<file path="src/hw/rtl/bbe_pkg.sv">
// Shared types and constants for the edge-adaptive 3x3 box blur.
`default_nettype none
package bbe_pkg;

  localparam int CH_W       = 8;
  localparam int IMG_W_W    = 12;
  localparam int IMG_H_W    = 16;
  localparam int CFG_IDX_W  = 2;
  localparam int CFG_DATA_W = 16;
  localparam int SUM_W      = 12;
  localparam int NUM_W      = 13;
  localparam int CNT_W      = 4;
  localparam int Q_STEPS    = 8;

  localparam logic [CFG_IDX_W-1:0] REG_IMAGE_WIDTH  = 2'd0;
  localparam logic [CFG_IDX_W-1:0] REG_IMAGE_HEIGHT = 2'd1;

  localparam logic OP_PIXEL = 1'b0;
  localparam logic OP_DRAIN = 1'b1;

  typedef struct packed {
    logic [CH_W-1:0] red;
    logic [CH_W-1:0] green;
    logic [CH_W-1:0] blue;
  } rgb_t;

  typedef struct packed {
    rgb_t older;
    rgb_t newer;
  } line_entry_t;

  typedef rgb_t [2:0][2:0] blk_t;

  typedef struct packed {
    logic       start;
    logic [8:0] mask;
  } mean_req_t;

  typedef enum logic [2:0] {
    ST_IDLE,
    ST_PIX,
    ST_DRN0,
    ST_DRN1,
    ST_DRN2,
    ST_CALC,
    ST_MEAN,
    ST_LOAD
  } state_t;

endpackage
`default_nettype wire

</file>
<file path="src/hw/rtl/bbe_mean.sv">
// Masked 3x3 sum and serial rounded division, three color channels in parallel.
`default_nettype none
module bbe_mean
  import bbe_pkg::*;
(
  input  wire logic      clk,
  input  wire logic      rst_n,
  input  wire mean_req_t req,
  input  wire blk_t      blk,
  output logic           done,
  output rgb_t           res
);

  logic [SUM_W-1:0] sum_c [3];
  logic [CNT_W-1:0] cnt_c;
  logic [NUM_W-1:0] rem_r [3];
  logic [CH_W-1:0]  q_r   [3];
  logic [NUM_W-1:0] dsh_r;
  logic [2:0]       step_r;
  logic             busy_r;
  logic             done_r;

  function automatic logic [CH_W-1:0] chan(rgb_t p, int ch);
    logic [CH_W-1:0] v;
    case (ch)
      0:       v = p.red;
      1:       v = p.green;
      default: v = p.blue;
    endcase
    return v;
  endfunction

  always_comb begin
    for (int ch = 0; ch < 3; ch++) begin
      sum_c[ch] = '0;
    end
    for (int r = 0; r < 3; r++) begin
      for (int c = 0; c < 3; c++) begin
        for (int ch = 0; ch < 3; ch++) begin
          if (req.mask[r*3+c]) begin
            sum_c[ch] = sum_c[ch] + SUM_W'(chan(blk[r][c], ch));
          end
        end
      end
    end
    cnt_c = CNT_W'($countones(req.mask));
  end

  always_ff @(posedge clk) begin
    if (!rst_n) begin
      busy_r <= 1'b0;
      done_r <= 1'b0;
      step_r <= '0;
    end else begin
      done_r <= 1'b0;
      if (req.start) begin
        busy_r <= 1'b1;
        step_r <= 3'(Q_STEPS - 1);
      end else if (busy_r) begin
        if (step_r == '0) begin
          busy_r <= 1'b0;
          done_r <= 1'b1;
        end
        step_r <= step_r - 1'b1;
      end
    end
  end

  // Numerator is 2*sum+count, divisor 2*count; the quotient never exceeds 255, so the
  // divisor starts shifted up by seven and one quotient bit is settled per cycle.
  always_ff @(posedge clk) begin
    if (req.start) begin
      for (int ch = 0; ch < 3; ch++) begin
        rem_r[ch] <= NUM_W'({sum_c[ch], 1'b0}) + NUM_W'(cnt_c);
        q_r[ch]   <= '0;
      end
      dsh_r <= NUM_W'({cnt_c, 1'b0}) << (Q_STEPS - 1);
    end else if (busy_r) begin
      for (int ch = 0; ch < 3; ch++) begin
        if (rem_r[ch] >= dsh_r) begin
          rem_r[ch] <= rem_r[ch] - dsh_r;
          q_r[ch]   <= {q_r[ch][CH_W-2:0], 1'b1};
        end else begin
          q_r[ch]   <= {q_r[ch][CH_W-2:0], 1'b0};
        end
      end
      dsh_r <= dsh_r >> 1;
    end
  end

  assign done      = done_r;
  assign res.red   = q_r[0];
  assign res.green = q_r[1];
  assign res.blue  = q_r[2];

endmodule
`default_nettype wire

</file>
<file path="config.mk">
export PLATFORM = sky130hd
export DESIGN_NAME = bbe_mean
export DESIGN_NICKNAME = d
export VERILOG_FILES = /design/src/hw/rtl/bbe_pkg.sv /design/src/hw/rtl/bbe_mean.sv
export SDC_FILE = /design/constraint.sdc
export NUM_CORES = 1
export LEC_CHECK = 0
export BUFFER_PORTS_ARGS = -buffer_cell sky130_fd_sc_hd__buf_2
export CORE_MARGIN = 3
export CORE_UTILIZATION = 40
export DETAILED_ROUTE_END_ITERATION = 8
export GPL_TIMING_DRIVEN = 1
export HOLD_SLACK_MARGIN = 0.08
export PLACE_DENSITY = 0.63
export SETUP_SLACK_MARGIN = 0.05
export SYNTH_ARGS = -nofsm -noshare
export SYNTH_HDL_FRONTEND = slang
export SYNTH_SLANG_ARGS = --single-unit
</file>
<file path="constraint.sdc">
create_clock -name clk -period 12.8 [get_ports clk]
set_clock_uncertainty 0.1 [all_clocks]
set_input_delay 2.56 -clock clk [delete_from_list [all_inputs] [get_ports clk]]
set_output_delay 2.56 -clock clk [all_outputs]
set_load 0.005 [all_outputs]
</file>
==> flow_metrics.py <==
metrics = {
    "outcome": {
        "status": "finished clean",
    },
    "grt": {
        "use_met3_pct": 2.99,
        "grt_max_degree": 76,
        "grt_pass1_wl_mm": 91.8,
        "grt.total_usage_pct": 23.9,
        "top_usage_layer": "met2",
        "grt_antenna_before_repair": 11,
        "gr-usage-met2_pct": 41.5,
        "grt_overflow": 0,
        "met1_usage_pct": 30.1,
        "grt_pass1_vias": 18100,
    },
    "synth": {
        "ys_dominant_reg_cell": "edfxtp_1",
        "yosysTopAreaCell": "ha_1",
        "synth_area_leaders": "ha_1 17%, edfxtp_1 11%, xnor2_1 5.3%",
        "ys_ff_latch": 80,
        "synth_top_area_share_pct": 16.7,
        "ys_async_sr_fraction_pct": 0,
        "synth_cells": 2349,
        "synth-seq-area-share_pct": 12.5,
        "synth-warning-count": 0,
        "avgSynthCellArea_um2": 7.69,
        "syn_nets": 2853,
        "synth.distinct_cells": 104,
        "synth_edf_count": 66,
        "synthesis.area_mm2": 0.0181,
    },
    "clock_tree": {
        "hold_buffers": 0,
        "clockBufferDepth": 2,
        "clk_latency_ns": 0.35,
        "htreeDepth": 3,
        "cts_tree": "done",
        "cts_inserted_buffers": 9,
        "root_buffer": "clkbuf_16",
        "clk_pin_slew_ns": 0.07,
        "cts.sinks": 80,
    },
    "sta": {
        "final_hold_viol_count": 0,
        "worstMarginPinSlew_ns": 1.09,
        "layout_min_cycle_time_ns": 12.28,
        "relSlewSlack_pct": 27.0,
        "report.final.setup_viol": 0,
        "setup_slack_ns": 0.520,
        "fin_crit_sh_pct": 95.9,
        "slew_viol_final": 0,
        "rsz0062_at_grt": "true",
        "timing.fmax_mhz": 81.4,
        "hold_slack_ns": 0.382,
    },
    "run": {
        "maxCapViolations": 0,
    },
    "setup_path": {
        "arrival_ns": 12.28,
        "start_kind": "input port",
        "r2r_slack_ns": 7.93,
        "cp_common_cell": "ha_1",
        "worst_path_max_delay_cell": "or4_4",
        "crit_path_end_kind": "flop",
        "crit_type": "input port to flop",
        "cpLargestDelayFamily": "compound AO/OA/AOI/OAI gates",
        "crit_fanout": 5,
        "slowest_delay_ns": 0.53,
        "required_ns": 12.80,
        "cp_num_buf_inv": 3,
    },
    "cells_and_area": {
        "fillCellCount": 4348,
        "final_cell_mix": "251 x buf_2, 231 x ha_1, 204 x inv_1",
        "multi_input_area_mm2": 0.0152,
        "final_common_cell": "buf_2",
        "nets": 3187,
        "drive_gt1_share_pct": 21.7,
        "area_delta_synth_final_pct": 19.5,
        "ff_latch_area_mm2": 0.00226,
    },
    "die": {
        "io_pins": 253,
        "initial_utilization_pct": 40.7,
        "die_x_um": 219,
        "std_cell_rows": 77,
        "die_y_um": 219,
        "fp.coreArea_mm2": 0.0444,
        "die-area_mm2": 0.0478,
    },
    "routing": {
        "wire_per_inst_um": 18.0,
        "drtPass1Iterations": 7,
        "drcViolationCount": 0,
        "postRouteAntennaNets": 0,
        "via_count": 18600,
        "routed_wl_mm": 59.2,
        "viasPerCell": 5.67,
        "drt_first_iter_violations": 1033,
    },
    "place": {
        "dp_slack_ns": -0.297,
        "gp_congestion": 0.943,
        "port_buffers": 252,
        "dp_hpwl_mm": 49.6,
    },
    "power": {
        "p_leak_uw": 0.00988,
        "peakVddDrop_uv": 86.7,
        "pwr_density_cell_mw_per_mm2": 206,
    },
    "worst_hold_path": {
        "hold_path.class": "flop to flop",
    },
}
[metrics by stage]
stage          cells  utilization (%)  total power (µW)  cell area [µm²]  setup TNS, ns
2_1_floorplan   2349                -              3040            18100              0
3_3_place_gp    3250             46.7              3880            20700         -0.152
3_5_place_dp    3250             46.7              3970            20700          -1.07
4_1_cts         3266             47.5              4290            21100              0
5_1_grt         3287             48.6              4880            21600        -0.0975
6_report        3287             48.6              4440            21600              0
[cells by family after synthesis]
logic type                 after synthesis  share of synthesized area (%)
muxes                                   88                           5.24
buffers and inverters                  273                           5.77
and+or+nand+nor                        711                           19.6
AOI/OAI and AO/OA                      747                           27.2
DFF                                     80                           12.5
xor gates and xnor gates               172                           8.99
adders and majority gates              278                           20.7
[final cells by class]
type,count,share of cell area (%)
Antenna cell,7,0.0811
Clock buffer,9,1.04
Clock inverter,7,0.504
Inverter,206,3.58
Multi-Input combinational cell,1996,70.2
Sequential cell,80,10.5
Tap cell,592,3.43
Timing Repair Buffer,390,10.7
[worst register-to-register path: stages, from the launching register on]
cell	delay [ns]
dfxtp_1	0.54
inv_1	0.19
ha_1	0.34
nor2b_1	0.13
o21ai_0	0.25
a21oi_1	0.13
o21ai_0	0.22
a21oi_1	0.13
o21ai_0	0.25
a21oi_1	0.15
o31ai_1	0.34
a21boi_0	0.27
o41ai_2	0.25
buf_4	0.64
nand2_1	0.19
a2111oi_2	0.45
nor3_2	0.06
[final timing paths]
check,from,to,cells past startpoint
max,req[0],rem_r[0][25],48
min,q_r[2][0],q_r[2][0],1
max reg2reg,dsh_r[1],rem_r[0][38],16
min reg2reg,q_r[2][0],q_r[2][0],1
[synthesized netlist by cell type (11+ instances only)]
cell type	n
a211oi_1	33
nand2b_1	31
a221oi_1	11
nand4_1	16
o31ai_1	30
and3_1	16
clkbuf_1	42
or3_1	15
a21o_1	61
and2_1	51
or2_2	20
a21oi_1	170
nor3_1	39
o21ai_0	177
o21a_1	53
fa_1	35
nor2b_1	39
xor2_1	53
o21bai_1	11
mux2i_1	35
nand3b_1	13
mux2_2	52
nor3b_1	13
dfxtp_1	14
edfxtp_1	66
a21boi_0	18
inv_1	204
o211ai_1	16
buf_1	15
o31a_1	14
nand2_1	181
a31oi_1	18
nand3_1	42
ha_1	241
nor2_1	197
xnor2_1	109
[layer usage]
layer | part of all wire (%) | vias to the layer above
met2 | 48 | 486
met3 | 5.2 | 99
met4 | 3.9 | 8
met1 | 43 | 8765
met5 | 0.074 | -
li1 | - | 9269
[where the power goes]
part / internal (µW) / leakage, µW / switching [µW]
Sequential: 408 / 0.000793 / 28.4
Clock: 176 / 0.000165 / 121
Combinational: 1720 / 0.00893 / 1990
Total: 2300 / 0.00988 / 2140
[what timing repair did]
action | 4_1_cts | 5_1_grt
resized for setup | 1 | 109
pin swaps | 0 | 31
endpoints found under the setup margin | 1 | 13
buffers inserted | 0 | 14
[registers in the layout (all words and copies together) (netlist names)]
| signal | cells |
|---|---|
| q_r | 24 |
| dsh_r | 12 |
| rem_r | 39 |
| done | 1 |
| step_r | 3 |
| busy_r | 1 |
Note: power is estimated with default switching activity, not from simulation.
